--- config.mk ---
export PLATFORM = sky130hd
export DESIGN_NAME = update_log_newest_record_scan_core
export DESIGN_NICKNAME = d
export VERILOG_FILES = /design/src/hw/rtl/ulnrs_pkg.sv /design/src/hw/rtl/ulnrs_rec_check.sv /design/src/hw/rtl/update_log_newest_record_scan_core.sv
export SDC_FILE = /design/constraint.sdc
export NUM_CORES = 1
export LEC_CHECK = 0
export ABC_AREA = 1
export BUFFER_PORTS_ARGS = -buffer_cell sky130_fd_sc_hd__buf_2
export CAP_MARGIN = 20
export CORE_ASPECT_RATIO = 1.75
export CORE_MARGIN = 2
export CORE_UTILIZATION = 30
export CTS_CLUSTER_SIZE = 14
export DETAILED_ROUTE_END_ITERATION = 6
export HOLD_SLACK_MARGIN = 0.08
export PLACE_DENSITY = 0.49
export SLEW_MARGIN = 20
export SYNTH_ARGS = -nofsm -noshare
export SYNTH_HDL_FRONTEND = slang
export SYNTH_SLANG_ARGS = --single-unit
--- constraint.sdc ---
create_clock -name clock -period 5.1 [get_ports clock]
set_input_delay 0.255 -clock clock [delete_from_list [all_inputs] [get_ports clock]]
set_output_delay 0.255 -clock clock [all_outputs]
set_load 0.01 [all_outputs]
--- src/hw/rtl/ulnrs_pkg.sv ---
// ----------------------------------------------------------------------------
// Update log scan package
// Word types, record layout constants and the parallel CRC-32 matrix.
// ----------------------------------------------------------------------------
package ulnrs_pkg;

   typedef struct packed {
      logic [31:0] log_word;
      logic        log_end;
   } req_word_type;

   typedef struct packed {
      logic        found;
      logic [31:0] newest_seq;
      logic [7:0]  newest_index;
      logic [7:0]  run_slot;
      logic [7:0]  last_slot;
      logic        boot_trial;
      logic [7:0]  attempts;
      logic        swap_pending;
      logic [7:0]  swap_slot;
      logic [7:0]  path_length;
      logic [7:0]  append_index;
      logic        erase_needed;
   } rsp_word_type;

   // end-of-record summary from the record checker
   typedef struct packed {
      logic        done;
      logic        ok;
      logic        blank;
      logic [31:0] seq;
      logic [31:0] slots_word;
      logic [31:0] request_word;
   } rec_done_type;

   typedef logic [31:0][31:0] crc_mat_type;

   localparam logic [31:0] LOG_MAGIC        = 32'h4947_5553;
   localparam logic [31:0] LOG_VERSION      = 32'h0000_0001;
   localparam logic [31:0] ERASED_WORD      = 32'hFFFF_FFFF;
   localparam logic [31:0] CRC_INIT         = 32'hFFFF_FFFF;
   localparam logic [31:0] CRC_POLY         = 32'h04C1_1DB7;
   localparam logic [15:0] PATH_LIMIT       = 16'd223;
   localparam logic [31:0] DEFAULT_REQ_WORD = 32'h0000_0100;

   localparam logic [5:0] WORD_MAGIC   = 6'd0;
   localparam logic [5:0] WORD_VERSION = 6'd1;
   localparam logic [5:0] WORD_SEQ     = 6'd2;
   localparam logic [5:0] WORD_SLOTS   = 6'd3;
   localparam logic [5:0] WORD_REQUEST = 6'd4;
   localparam logic [5:0] WORD_CRC     = 6'd63;

   localparam logic REG_SLOT_COUNT = 1'b0;
   localparam logic REG_TRIAL_CODE = 1'b1;

   localparam logic [7:0] SLOT_COUNT_RESET = 8'd2;
   localparam logic [7:0] TRIAL_CODE_RESET = 8'd1;

   // column i: CRC of a word with only bit i set, zero start value
   function automatic crc_mat_type crc_columns();
      crc_mat_type m;
      logic [31:0] c;
      for (int i = 0; i < 32; i++) begin
         c = 32'(1) << i;
         for (int b = 0; b < 32; b++) begin
            c = c[31] ? ((c << 1) ^ CRC_POLY) : (c << 1);
         end
         m[i] = c;
      end
      return m;
   endfunction

   localparam crc_mat_type CRC_COLUMNS = crc_columns();

endpackage

--- src/hw/rtl/ulnrs_rec_check.sv ---
// ----------------------------------------------------------------------------
// Update log record checker
// Tracks the word position, running CRC and header checks of one record.
// ----------------------------------------------------------------------------
module ulnrs_rec_check (
   input  logic                    clock,
   input  logic                    reset,
   input  logic                    step,
   input  logic [31:0]             word,
   input  logic                    log_end,
   input  logic [7:0]              slot_count,
   output ulnrs_pkg::rec_done_type rec
);

   logic [5:0]  wp_ff, wp_in;
   logic [31:0] crc_ff, crc_in;
   logic        ok_ff, ok_in;
   logic        blank_ff, blank_in;
   logic [31:0] seq_ff, seq_in;
   logic [31:0] slots_ff, slots_in;
   logic [31:0] req_ff, req_in;

   logic [31:0] crc_x;
   logic [31:0] crc_step;
   logic        ok_now;
   logic        blank_now;
   logic [31:0] seq_now;
   logic [31:0] slots_now;
   logic [31:0] req_now;
   logic        last;

   always_comb begin
      crc_x    = crc_ff ^ word;
      crc_step = '0;
      for (int i = 0; i < 32; i++) begin
         if (crc_x[i]) begin
            crc_step = crc_step ^ ulnrs_pkg::CRC_COLUMNS[i];
         end
      end

      blank_now = blank_ff && (word == ulnrs_pkg::ERASED_WORD);
      ok_now    = ok_ff;
      seq_now   = seq_ff;
      slots_now = slots_ff;
      req_now   = req_ff;
      case (wp_ff)
         ulnrs_pkg::WORD_MAGIC: begin
            if (word != ulnrs_pkg::LOG_MAGIC) ok_now = 1'b0;
         end
         ulnrs_pkg::WORD_VERSION: begin
            if (word != ulnrs_pkg::LOG_VERSION) ok_now = 1'b0;
         end
         ulnrs_pkg::WORD_SEQ: begin
            seq_now = word;
         end
         ulnrs_pkg::WORD_SLOTS: begin
            slots_now = word;
            if (word[7:0] >= slot_count || word[15:8] >= slot_count) ok_now = 1'b0;
         end
         ulnrs_pkg::WORD_REQUEST: begin
            req_now = word;
            if (word[15:8] >= slot_count || word[31:16] > ulnrs_pkg::PATH_LIMIT) begin
               ok_now = 1'b0;
            end
         end
         default: ;
      endcase
      last = (wp_ff == ulnrs_pkg::WORD_CRC);
      if (last && word != crc_ff) ok_now = 1'b0;

      rec.done         = step && last;
      rec.ok           = ok_now;
      rec.blank        = blank_now;
      rec.seq          = seq_now;
      rec.slots_word   = slots_now;
      rec.request_word = req_now;

      wp_in    = wp_ff;
      crc_in   = crc_ff;
      ok_in    = ok_ff;
      blank_in = blank_ff;
      seq_in   = seq_ff;
      slots_in = slots_ff;
      req_in   = req_ff;
      if (step) begin
         if (last || log_end) begin
            wp_in    = '0;
            crc_in   = ulnrs_pkg::CRC_INIT;
            ok_in    = 1'b1;
            blank_in = 1'b1;
            seq_in   = '0;
            slots_in = '0;
            req_in   = '0;
         end else begin
            wp_in    = wp_ff + 6'd1;
            crc_in   = crc_step;
            ok_in    = ok_now;
            blank_in = blank_now;
            seq_in   = seq_now;
            slots_in = slots_now;
            req_in   = req_now;
         end
      end
   end

   always_ff @(posedge clock) begin
      if (reset) begin
         wp_ff    <= '0;
         crc_ff   <= ulnrs_pkg::CRC_INIT;
         ok_ff    <= 1'b1;
         blank_ff <= 1'b1;
         seq_ff   <= '0;
         slots_ff <= '0;
         req_ff   <= '0;
      end else begin
         wp_ff    <= wp_in;
         crc_ff   <= crc_in;
         ok_ff    <= ok_in;
         blank_ff <= blank_in;
         seq_ff   <= seq_in;
         slots_ff <= slots_in;
         req_ff   <= req_in;
      end
   end

endmodule

--- src/hw/rtl/update_log_newest_record_scan_core.sv ---
// Scans an append log one 32-bit word per cycle and reports the newest valid
// record when the word marked log_end arrives. Each word is taken into an
// input register and processed from there by the record checker (a
// 32-bit parallel CRC-32/MPEG-2 XOR matrix plus header checks) and the
// newest-record compare; the result register captures the report when the
// end word leaves the input register. Words are accepted back to back every
// cycle; only an end word waits in the input register while an earlier
// report has not yet been taken. Configuration sits at csr address 0
// (slot_count) and 4 (trial_code).
// ----------------------------------------------------------------------------
// Update log newest record scan core
// Record validation, newest-record selection and append/erase decision.
// ----------------------------------------------------------------------------
module update_log_newest_record_scan_core #(
   parameter int RECORD_COUNT = 256
) (
   input  logic                    clock,
   input  logic                    reset,
   input  logic                    req_valid,
   output logic                    req_ready,
   input  ulnrs_pkg::req_word_type req_word,
   output logic                    rsp_valid,
   input  logic                    rsp_ready,
   output ulnrs_pkg::rsp_word_type rsp_word,
   input  logic                    csr_psel,
   input  logic                    csr_penable,
   input  logic                    csr_pwrite,
   input  logic [2:0]              csr_paddr,
   input  logic [31:0]             csr_pwdata,
   output logic [31:0]             csr_prdata,
   output logic                    csr_pready
);

   localparam int POS_W = $clog2(RECORD_COUNT + 1);
   localparam logic [POS_W-1:0] POS_LIMIT = POS_W'(RECORD_COUNT);
   localparam logic [POS_W-1:0] POS_ONE   = POS_W'(1);

   logic [7:0] slot_count_ff;
   logic [7:0] trial_code_ff;
   logic       csr_write;

   logic                    in_valid_ff, in_valid_in;
   ulnrs_pkg::req_word_type in_word_ff;
   logic                    rsp_valid_ff, rsp_valid_in;
   ulnrs_pkg::rsp_word_type rsp_word_ff, rsp_word_in;
   logic                    step;
   logic                    finish;

   logic [POS_W-1:0] rec_pos_ff, rec_pos_in;
   logic             best_found_ff, best_found_in;
   logic [31:0]      best_seq_ff, best_seq_in;
   logic [POS_W-1:0] best_pos_ff, best_pos_in;
   logic [31:0]      best_slots_ff, best_slots_in;
   logic [31:0]      best_req_ff, best_req_in;
   logic             first_blank_ff, first_blank_in;
   logic             after_blank_ff, after_blank_in;

   logic [31:0]      sw;
   logic [31:0]      rw;
   logic [POS_W-1:0] app_next;

   ulnrs_pkg::rec_done_type rec;

   ulnrs_rec_check u_rec_check (
      .clock      (clock),
      .reset      (reset),
      .step       (step),
      .word       (in_word_ff.log_word),
      .log_end    (in_word_ff.log_end),
      .slot_count (slot_count_ff),
      .rec        (rec)
   );

   assign csr_pready = 1'b1;
   assign csr_write  = csr_psel && csr_penable && csr_pwrite;

   always_comb begin
      unique case (csr_paddr[2])
         ulnrs_pkg::REG_SLOT_COUNT: csr_prdata = {24'd0, slot_count_ff};
         ulnrs_pkg::REG_TRIAL_CODE: csr_prdata = {24'd0, trial_code_ff};
      endcase
   end

   assign step      = in_valid_ff && (!in_word_ff.log_end || !rsp_valid_ff || rsp_ready);
   assign finish    = step && in_word_ff.log_end;
   assign req_ready = !in_valid_ff || step;
   assign rsp_valid = rsp_valid_ff;
   assign rsp_word  = rsp_word_ff;

   always_comb begin
      in_valid_in = in_valid_ff;
      if (req_valid && req_ready) begin
         in_valid_in = 1'b1;
      end else if (step) begin
         in_valid_in = 1'b0;
      end
      rsp_valid_in = rsp_valid_ff;
      if (finish) begin
         rsp_valid_in = 1'b1;
      end else if (rsp_ready) begin
         rsp_valid_in = 1'b0;
      end
   end

   always_comb begin
      rec_pos_in     = rec_pos_ff;
      best_found_in  = best_found_ff;
      best_seq_in    = best_seq_ff;
      best_pos_in    = best_pos_ff;
      best_slots_in  = best_slots_ff;
      best_req_in    = best_req_ff;
      first_blank_in = first_blank_ff;
      after_blank_in = after_blank_ff;

      if (rec.done && rec_pos_ff < POS_LIMIT) begin
         if (rec.ok && (!best_found_ff || rec.seq > best_seq_ff)) begin
            best_found_in  = 1'b1;
            best_seq_in    = rec.seq;
            best_pos_in    = rec_pos_ff;
            best_slots_in  = rec.slots_word;
            best_req_in    = rec.request_word;
            after_blank_in = 1'b0;
         end else if (best_found_ff && rec_pos_ff == best_pos_ff + POS_ONE) begin
            after_blank_in = rec.blank;
         end
         if (rec_pos_ff == '0) first_blank_in = rec.blank;
         rec_pos_in = rec_pos_ff + POS_ONE;
      end

      // report from the state including the record just closed
      sw = best_found_in ? best_slots_in : '0;
      rw = best_found_in ? best_req_in : ulnrs_pkg::DEFAULT_REQ_WORD;
      app_next = best_pos_in + POS_ONE;
      rsp_word_in.found        = best_found_in;
      rsp_word_in.newest_seq   = best_found_in ? best_seq_in : '0;
      rsp_word_in.newest_index = best_found_in ? 8'(best_pos_in) : 8'd0;
      rsp_word_in.run_slot     = sw[7:0];
      rsp_word_in.last_slot    = sw[15:8];
      rsp_word_in.boot_trial   = best_found_in && (sw[23:16] == trial_code_ff);
      rsp_word_in.attempts     = sw[31:24];
      rsp_word_in.swap_pending = (rw[7:0] != 8'd0);
      rsp_word_in.swap_slot    = rw[15:8];
      rsp_word_in.path_length  = rw[23:16];
      if (best_seq_in == '0) begin
         rsp_word_in.append_index = 8'd0;
         rsp_word_in.erase_needed = !first_blank_in;
      end else if (app_next >= POS_LIMIT || !after_blank_in) begin
         rsp_word_in.append_index = 8'd0;
         rsp_word_in.erase_needed = 1'b1;
      end else begin
         rsp_word_in.append_index = 8'(app_next);
         rsp_word_in.erase_needed = 1'b0;
      end

      if (finish) begin
         rec_pos_in     = '0;
         best_found_in  = 1'b0;
         best_seq_in    = '0;
         best_pos_in    = '0;
         best_slots_in  = '0;
         best_req_in    = '0;
         first_blank_in = 1'b0;
         after_blank_in = 1'b0;
      end
   end

   always_ff @(posedge clock) begin
      if (reset) begin
         slot_count_ff  <= ulnrs_pkg::SLOT_COUNT_RESET;
         trial_code_ff  <= ulnrs_pkg::TRIAL_CODE_RESET;
         in_valid_ff    <= 1'b0;
         rsp_valid_ff   <= 1'b0;
         rec_pos_ff     <= '0;
         best_found_ff  <= 1'b0;
         best_seq_ff    <= '0;
         best_pos_ff    <= '0;
         best_slots_ff  <= '0;
         best_req_ff    <= '0;
         first_blank_ff <= 1'b0;
         after_blank_ff <= 1'b0;
      end else begin
         if (csr_write) begin
            unique case (csr_paddr[2])
               ulnrs_pkg::REG_SLOT_COUNT: slot_count_ff <= csr_pwdata[7:0];
               ulnrs_pkg::REG_TRIAL_CODE: trial_code_ff <= csr_pwdata[7:0];
            endcase
         end
         in_valid_ff    <= in_valid_in;
         rsp_valid_ff   <= rsp_valid_in;
         rec_pos_ff     <= rec_pos_in;
         best_found_ff  <= best_found_in;
         best_seq_ff    <= best_seq_in;
         best_pos_ff    <= best_pos_in;
         best_slots_ff  <= best_slots_in;
         best_req_ff    <= best_req_in;
         first_blank_ff <= first_blank_in;
         after_blank_ff <= after_blank_in;
      end
   end

   always_ff @(posedge clock) begin
      if (req_valid && req_ready) in_word_ff <= req_word;
      if (finish) rsp_word_ff <= rsp_word_in;
   end

endmodule

==> metrics.cfg, run 1 <==
[synth]
synthFlopType=sky130_fd_sc_hd__dfxtp_1
synth.top_cell.area_share_pct=25.4
synth.avg_cell_area_um2=8.46
synthCells=2379
synth.distinct_cells=51
synth.top_cells.by_count=sky130_fd_sc_hd__nand2_1 (448), sky130_fd_sc_hd__nor2_1 (340), sky130_fd_sc_hd__dfxtp_1 (255), sky130_fd_sc_hd__o21ai_0 (188), sky130_fd_sc_hd__xor2_1 (184)
yosys_warnings=0
most_area_hungry_cell_type_in_the_yosys_netlist=sky130_fd_sc_hd__dfxtp_1
synth_enable_flop_cells=125
post_synth_main_area_contributors=sky130_fd_sc_hd__dfxtp_1 (25%), sky130_fd_sc_hd__edfxtp_1 (19%), sky130_fd_sc_hd__nand2_1 (8.4%)
yosysSeqAreaShare_pct=44.0
synth.most_common_cell=sky130_fd_sc_hd__nand2_1
ys_ff_latch=380
netlist_area_mm2=0.0201
synth-async-reset-ratio_pct=0

[global_routing]
first_global_vias=16400
grt_start_max_net_pins=86
first_pass_grt_wire_length_mm=99.0
grt_antenna_before_repair=0
globalRouteTotalUtil_pct=19.1
grt.overflow.total=0

[final_layout]
area_growth_pct=19.0
final_cell_count_no_fill=3505
post_route_cells_drive_above_1_share_pct=15.2
design.final.nets=2717
antenna_cells_inserted=0

[timing]
finalCritPeriodShare_pct=91.6
final-max-slew-violation-count=0
relSlewSlack_pct=34.0
finalWorstPathRequiredPeriod_ns=4.67
setup_total_negative_slack_ns=0
finalHoldWorstSlack_ns=0.124
fin_skew_ns=0.0205
report.final.hold_viol_count=0
setup_viol=0
worstMarginPinSlew_ns=0.983
timing.fmax_ghz=0.214
rsz0062_at_grt=no

[floorplanning]
fp.dieH_um=347
initial_utilization_pct=30.3
die_x_um=200
die_area_mm2=0.0692
floorplan.io_pins=202
row_count=125
core_mm2=0.0663

[critical_path]
crit_path_max_incr_delay_ns=0.51
cp_slowest_cell=sky130_fd_sc_hd__o21ai_0
cp.required_ns=5.43
critical_path_buf_inv_count=5
crit_path_start=u_rec_check.wp_ff[2]
arrival_ns=5.00
end_kind=register
worst_path_most_repeated_cell=sky130_fd_sc_hd__nand2_1
critPathLaunchType=register
worst_flop_to_flop_path_startpoint=u_rec_check.wp_ff[2]
path_delay_family=simple AND/OR/NAND/NOR gates
setup.worst_path.class=register to register
timing.critical_path.fanout_max=27

[drt]
vias_after_detailed_routing=16500
wl_mm=67.0
drt-initial-drc-count=767
ant_nets_after_route=0
drt-vias-per-instance=4.71
drt_pre_antenna_iters=7
detail_route.wl_per_cell_um=19.1
drc=3

[clocking]
clock_sink_count=380
clock_tree.buffer_depth=3
tritoncts.num_buffers=40
post_cts_buffers=0
cts_root_buf=sky130_fd_sc_hd__clkbuf_16
cts_tree=yes
clock_insertion_delay_worst_skew_ns=0.59
cts.htree.levels=2
clkSlewWorstSetupHoldPaths_ns=0.07

[outcome]
violations_in_the_final_reports=DRC
run_status=complete, but fails checks

[worst_hold_path]
min_from=csr_penable
worstHoldPathType=primary input to register

[place]
dp.cells=3386
routabilityCongestion=0.946
placement.io_buffers=150
placed_wire_length_estimate_after_detailed_placement_mm=49.2

[pwr]
vdd.ir_drop.worst_mv=0.223
power.density_mw_per_mm2=393
static-leakage-power_nw=9.59
report.power.total_mw=9.42

[flow_run]
max_cap_viol_count=0

final cells by class:
| cell class | instances | area [um2] |
|---|---|---|
| sequential | 380 | 8860 |
| timing repair buffer | 274 | 1910 |
| inverter | 158 | 598 |
| tap | 889 | 1110 |
| fill | 6918 | 42400 |
| clock inverter | 18 | 166 |
| clock buffer | 56 | 1170 |
| multi-input combinational | 1730 | 10100 |
power by group:
group	leakage [nW]	internal, mW	switching, mW	total, mW
sequential	3.34	3.19	0.0843	3.27
combinational	5.60	1.21	1.89	3.10
clock	0.646	1.72	1.32	3.05
state kept, by name, summed over array words and instances (netlist names), 6 cells and up:
register / flops
u_rec_check.req_ff: 24
best_pos_ff: 9
in_word_ff: 33
u_rec_check.slots_ff: 32
best_seq_ff: 32
rsp_word: 92
trial_code_ff: 8
best_slots_ff: 32
u_rec_check.wp_ff: 6
best_req_ff: 24
u_rec_check.crc_ff: 32
slot_count_ff: 8
rec_pos_ff: 9
u_rec_check.seq_ff: 32
per-layer routing:
layer  part of all wire, %  track usage (%)  wire length, um  up-vias
met1                    38             20.4            25400     7837
li1                      -                -                -     8101
met4                   6.2             11.1             4190        0
met5                     0                0                0        -
met3                   3.0             2.09             1980      154
met2                    53             35.8            35400      400
logic make-up after synthesis:
kind of cell,share of synthesized area [%]
compound gates,11.7
xor+xnor,14.7
fa+ha+maj,3.61
buf+inv,6.32
flops,44.0
mux,1.45
other cells,0.0373
simple gates,18.1
final timing paths:
path / end / slack, ns / depth (start not counted)
max reg2reg: rsp_word[7] / 0.43 / 29
min reg2reg: u_rec_check.seq_ff[14] / 0.46 / 2
min: slot_count_ff[1] / 0.12 / 4
max: rsp_word[7] / 0.43 / 29
cell usage in the layout (no fill, tap or decap), types with 7 or more instances in the layout:
master	Yosys	final
sky130_fd_sc_hd__clkbuf_1	76	7
sky130_fd_sc_hd__nor2_1	340	339
sky130_fd_sc_hd__dfxtp_1	255	255
sky130_fd_sc_hd__buf_2	11	149
sky130_fd_sc_hd__nand3_1	28	27
sky130_fd_sc_hd__ha_1	58	57
sky130_fd_sc_hd__mux2i_1	18	18
sky130_fd_sc_hd__inv_2	6	7
sky130_fd_sc_hd__clkbuf_8	0	7
sky130_fd_sc_hd__o21ai_1	20	18
sky130_fd_sc_hd__a21oi_1	110	109
sky130_fd_sc_hd__o21ai_0	188	188
sky130_fd_sc_hd__clkbuf_16	0	44
sky130_fd_sc_hd__xor2_2	14	14
sky130_fd_sc_hd__a2bb2oi_1	56	56
sky130_fd_sc_hd__conb_1	2	25
sky130_fd_sc_hd__o21ai_2	19	20
sky130_fd_sc_hd__xor2_1	184	184
sky130_fd_sc_hd__nand2_1	448	447
sky130_fd_sc_hd__buf_4	31	75
sky130_fd_sc_hd__xnor2_1	110	110
sky130_fd_sc_hd__nor2_2	14	13
sky130_fd_sc_hd__nand4_1	23	23
sky130_fd_sc_hd__inv_1	149	146
sky130_fd_sc_hd__nor3_1	11	10
sky130_fd_sc_hd__dlygate4sd3_1	0	42
sky130_fd_sc_hd__edfxtp_1	125	125
sky130_fd_sc_hd__mux2_2	10	10
tightest hold or removal path: stages:
cell	delay [ns]
sky130_fd_sc_hd__buf_2	0.09
sky130_fd_sc_hd__nand3_1	0.10
sky130_fd_sc_hd__nor2_1	0.08
sky130_fd_sc_hd__o21ai_0	0.14
what timing repair did:
action                                 in CTS  in global routing
setup endpoints to repair                   0                  8
hold buffers                               42                  0
endpoints found under the hold margin      50                  0
gates resized for setup                     0                  5
per-stage QoR:
stage          worst slack [ns]  utilization (%)  area, um2
6_report                  0.428             36.1      24000
4_1_cts                   0.389             36.0      23900
2_1_floorplan              1.00                -      20200
5_1_grt                 0.00171             36.1      24000
3_5_place_dp              0.428             33.3      22100
3_3_place_gp              0.428             33.3      22100
(Power assumes the default switching activity.)
==> run 2: changes to the inputs <==
--- a/config.mk
+++ b/config.mk
@@ -18,4 +18,5 @@
 export SLEW_MARGIN = 20
 export SYNTH_ARGS = -nofsm -noshare
 export SYNTH_HDL_FRONTEND = slang
+export SYNTH_HIERARCHICAL = 1
 export SYNTH_SLANG_ARGS = --single-unit
==> run 2 against run 1 <==
Against the previous run: the run now ends clean; sequential share of layout area down 1.9 points; design area grew 5.6%; synthesized cell count is 18% higher; combinational power fell by 12%; first-iteration DRC count up 25%; largest power group unchanged; highest routed layer unchanged.
==> metrics.cfg, run 2 <==
[outcome]
run_status=finished, final reports clean

[synth]
synthCells=2807  ; +18%
yosys_warnings=6  ; +6
netlist_area_mm2=0.0214  ; +6.6%
synth.avg_cell_area_um2=7.64  ; -9.7%

[clocking]
cts.htree.levels=2  ; unchanged
post_cts_buffers=0  ; unchanged
cts_root_buf=sky130_fd_sc_hd__clkbuf_16
clkSlewWorstSetupHoldPaths_ns=0.06  ; about the same
tritoncts.num_buffers=40  ; unchanged
clock_sink_count=380  ; unchanged
cts_tree=yes
clock_tree.buffer_depth=3  ; unchanged
clock_insertion_delay_worst_skew_ns=0.61  ; +0.02 ns

[floorplanning]
core_mm2=0.0707  ; +6.6%
die_x_um=206  ; +3.2%
die_area_mm2=0.0737  ; +6.5%
fp.dieH_um=358  ; +3.2%
row_count=129  ; +3.2%
floorplan.io_pins=202  ; unchanged
initial_utilization_pct=30.3  ; about the same

[final_layout]
final_cell_count_no_fill=3971  ; +13%
area_growth_pct=17.9
largest_reg_flops=92  ; unchanged
post_route_cells_drive_above_1_share_pct=12.6  ; -2.6 points
layout.area.seq_mm2=0.00886  ; unchanged
final_core_util_pct=35.8  ; -0.36 points
nFillCells=7551  ; +9.2%
design.final.nets=3153  ; +16%
mostFrequentLayoutCell=sky130_fd_sc_hd__nand2_1
multi_input_comb_area_mm2=0.0111  ; +9.4%
final_cell_mix=sky130_fd_sc_hd__nand2_1 (873), sky130_fd_sc_hd__nor2_1 (268), sky130_fd_sc_hd__dfxtp_1 (255)

[critical_path]
arrival_ns=4.95  ; -0.05 ns
worst_path_most_repeated_cell=sky130_fd_sc_hd__nand2_1
crit_path_max_incr_delay_ns=0.55  ; +0.04 ns
worstRegToRegCells=28  ; -3.4%
cp_slowest_cell=sky130_fd_sc_hd__o21ai_0
timing.critical_path.fanout_max=64  ; +140%
critPathLaunchType=register
end_kind=register
cp.required_ns=5.43  ; about the same
crit_path_start=u_rec_check/wp_ff[2]
setup.worst_path.class=register to register
worst_flop_to_flop_path_startpoint=u_rec_check/wp_ff[2]

[pwr]
power.switching_mw=3.22  ; -2.5%
power_report.internal_total_mw=5.84  ; -4.5%
static-leakage-power_nw=11.5  ; +19%
p_comb_share_pct=30.1  ; -2.8 points
power.density_mw_per_mm2=358  ; -8.9%
report.power.total_mw=9.06  ; -3.8%
vdd.ir_drop.worst_mv=0.204  ; -8.4%
power.share.switching_pct=35.5  ; +0.49 points
clock_power_share_pct=34.0  ; +1.7 points
seq_power_share_pct=35.9  ; +1.2 points

[place]
dp.cells=3851  ; +14%
placed_wire_length_estimate_after_detailed_placement_mm=55.8  ; +13%
placement.io_buffers=150  ; unchanged
preCtsSetupSlack_ns=0.502  ; +0.0743 ns
routabilityCongestion=0.975  ; +3.1%

[drt]
wl_mm=73.8  ; +10%
drt-vias-per-instance=4.67  ; -0.65%
vias_after_detailed_routing=18600  ; +13%
detail_route.wl_per_cell_um=18.6  ; -2.8%
drc=0  ; -3
drt_pre_antenna_iters=5  ; -2
ant_nets_after_route=0  ; unchanged
drt-initial-drc-count=960  ; +25%

[global_routing]
grt.overflow.total=0  ; unchanged
globalRouteTotalUtil_pct=20.0  ; +0.87 points
grt_antenna_before_repair=1  ; +1
first_pass_grt_wire_length_mm=110  ; +11%
grt_start_max_net_pins=91  ; +5.8%
first_global_vias=18100  ; +11%

[timing]
finalWorstPathRequiredPeriod_ns=4.62  ; -0.0520 ns
finalCritPeriodShare_pct=90.6  ; -1.0 points
timing.fmax_ghz=0.216  ; +1.1%
report.final.hold_viol_count=0  ; unchanged
fin_skew_ns=0.0437  ; +0.0232 ns
setup_viol=0  ; unchanged
final-max-slew-violation-count=0  ; unchanged
setup_ws_ns=0.480  ; +0.0520 ns
setup_total_negative_slack_ns=0  ; unchanged
relSlewSlack_pct=29.8  ; -4.2 points
worstMarginPinSlew_ns=1.05  ; +0.0702 ns
rsz0062_at_grt=no

[worst_hold_path]
min_from=rsp_ready
hold_path_depth=6  ; +2
worstHoldPathType=primary input to register

[flow_run]
max_cap_viol_count=0  ; unchanged

[run 2: stage by stage]
| stage | hold slack (ns) | instance area [um2] |
|---|---|---|
| 2_1_floorplan | 0.324 | 21500 |
| 3_3_place_gp | 0.433 | 23500 |
| 3_5_place_dp | 0.433 | 23500 |
| 4_1_cts | 0.128 | 25300 |
| 5_1_grt | 0.176 | 25300 |
| 6_report | 0.154 | 25300 |
[run 2: final timing paths]
| path | end | slack, ns |
|---|---|---|
| hold / removal | rsp_valid | 0.15 |
| setup reg to reg | rsp_word[7] | 0.48 |
| setup / recovery | rsp_word[7] | 0.48 |
| hold reg to reg | u_rec_check/slots_ff[8] | 0.46 |
[run 2: layout make-up]
cell class / count / area share, %
clock buffer: 57 / 4.49
antenna: 2 / 0.0198
tap: 917 / 4.54
multi-input combinational: 2071 / 43.8
sequential: 380 / 35.0
timing repair buffer: 279 / 7.49
inverter: 248 / 3.71
clock inverter: 17 / 0.866
[run 2: per-layer routing]
layer  global-route usage, %  vias up  part of all wire, %
met1                    20.4     8509                   36
met2                    38.1      506                   53
met4                    12.9        0                  7.4
met3                    2.27      207                  3.8
met5                       0        -                    0
li1                        -     9342                    -
[run 2: timing repair]
| action | in CTS | in global routing |
|---|---|---|
| hold endpoints to repair | 51 | 0 |
| endpoints found under the setup margin | 0 | 4 |
| resized for setup | 0 | 1 |
| hold buffers | 44 | 0 |
[run 2: power by group through the flow]
| stage | sequential (mW) | clock, mW | combinational, mW |
|---|---|---|---|
| after CTS | 3.25 | 3.18 | 2.72 |
| after floorplan | 3.31 | 0 | 1.89 |
| after detailed placement | 3.32 | 0 | 2.68 |
| after global placement | 3.32 | 0 | 2.66 |
| after global routing | 3.26 | 3.27 | 3.01 |
| final | 3.25 | 3.08 | 2.72 |
[run 2: worst max-delay path: cells and delay by family (launching register included)]
kind,cells,cell delay [ns]
AOI/OAI and AO/OA,3,0.76
adders and majority gates,2,0.58
buffers and inverters,4,0.50
DFF,1,0.33
and+or+nand+nor,19,2.18
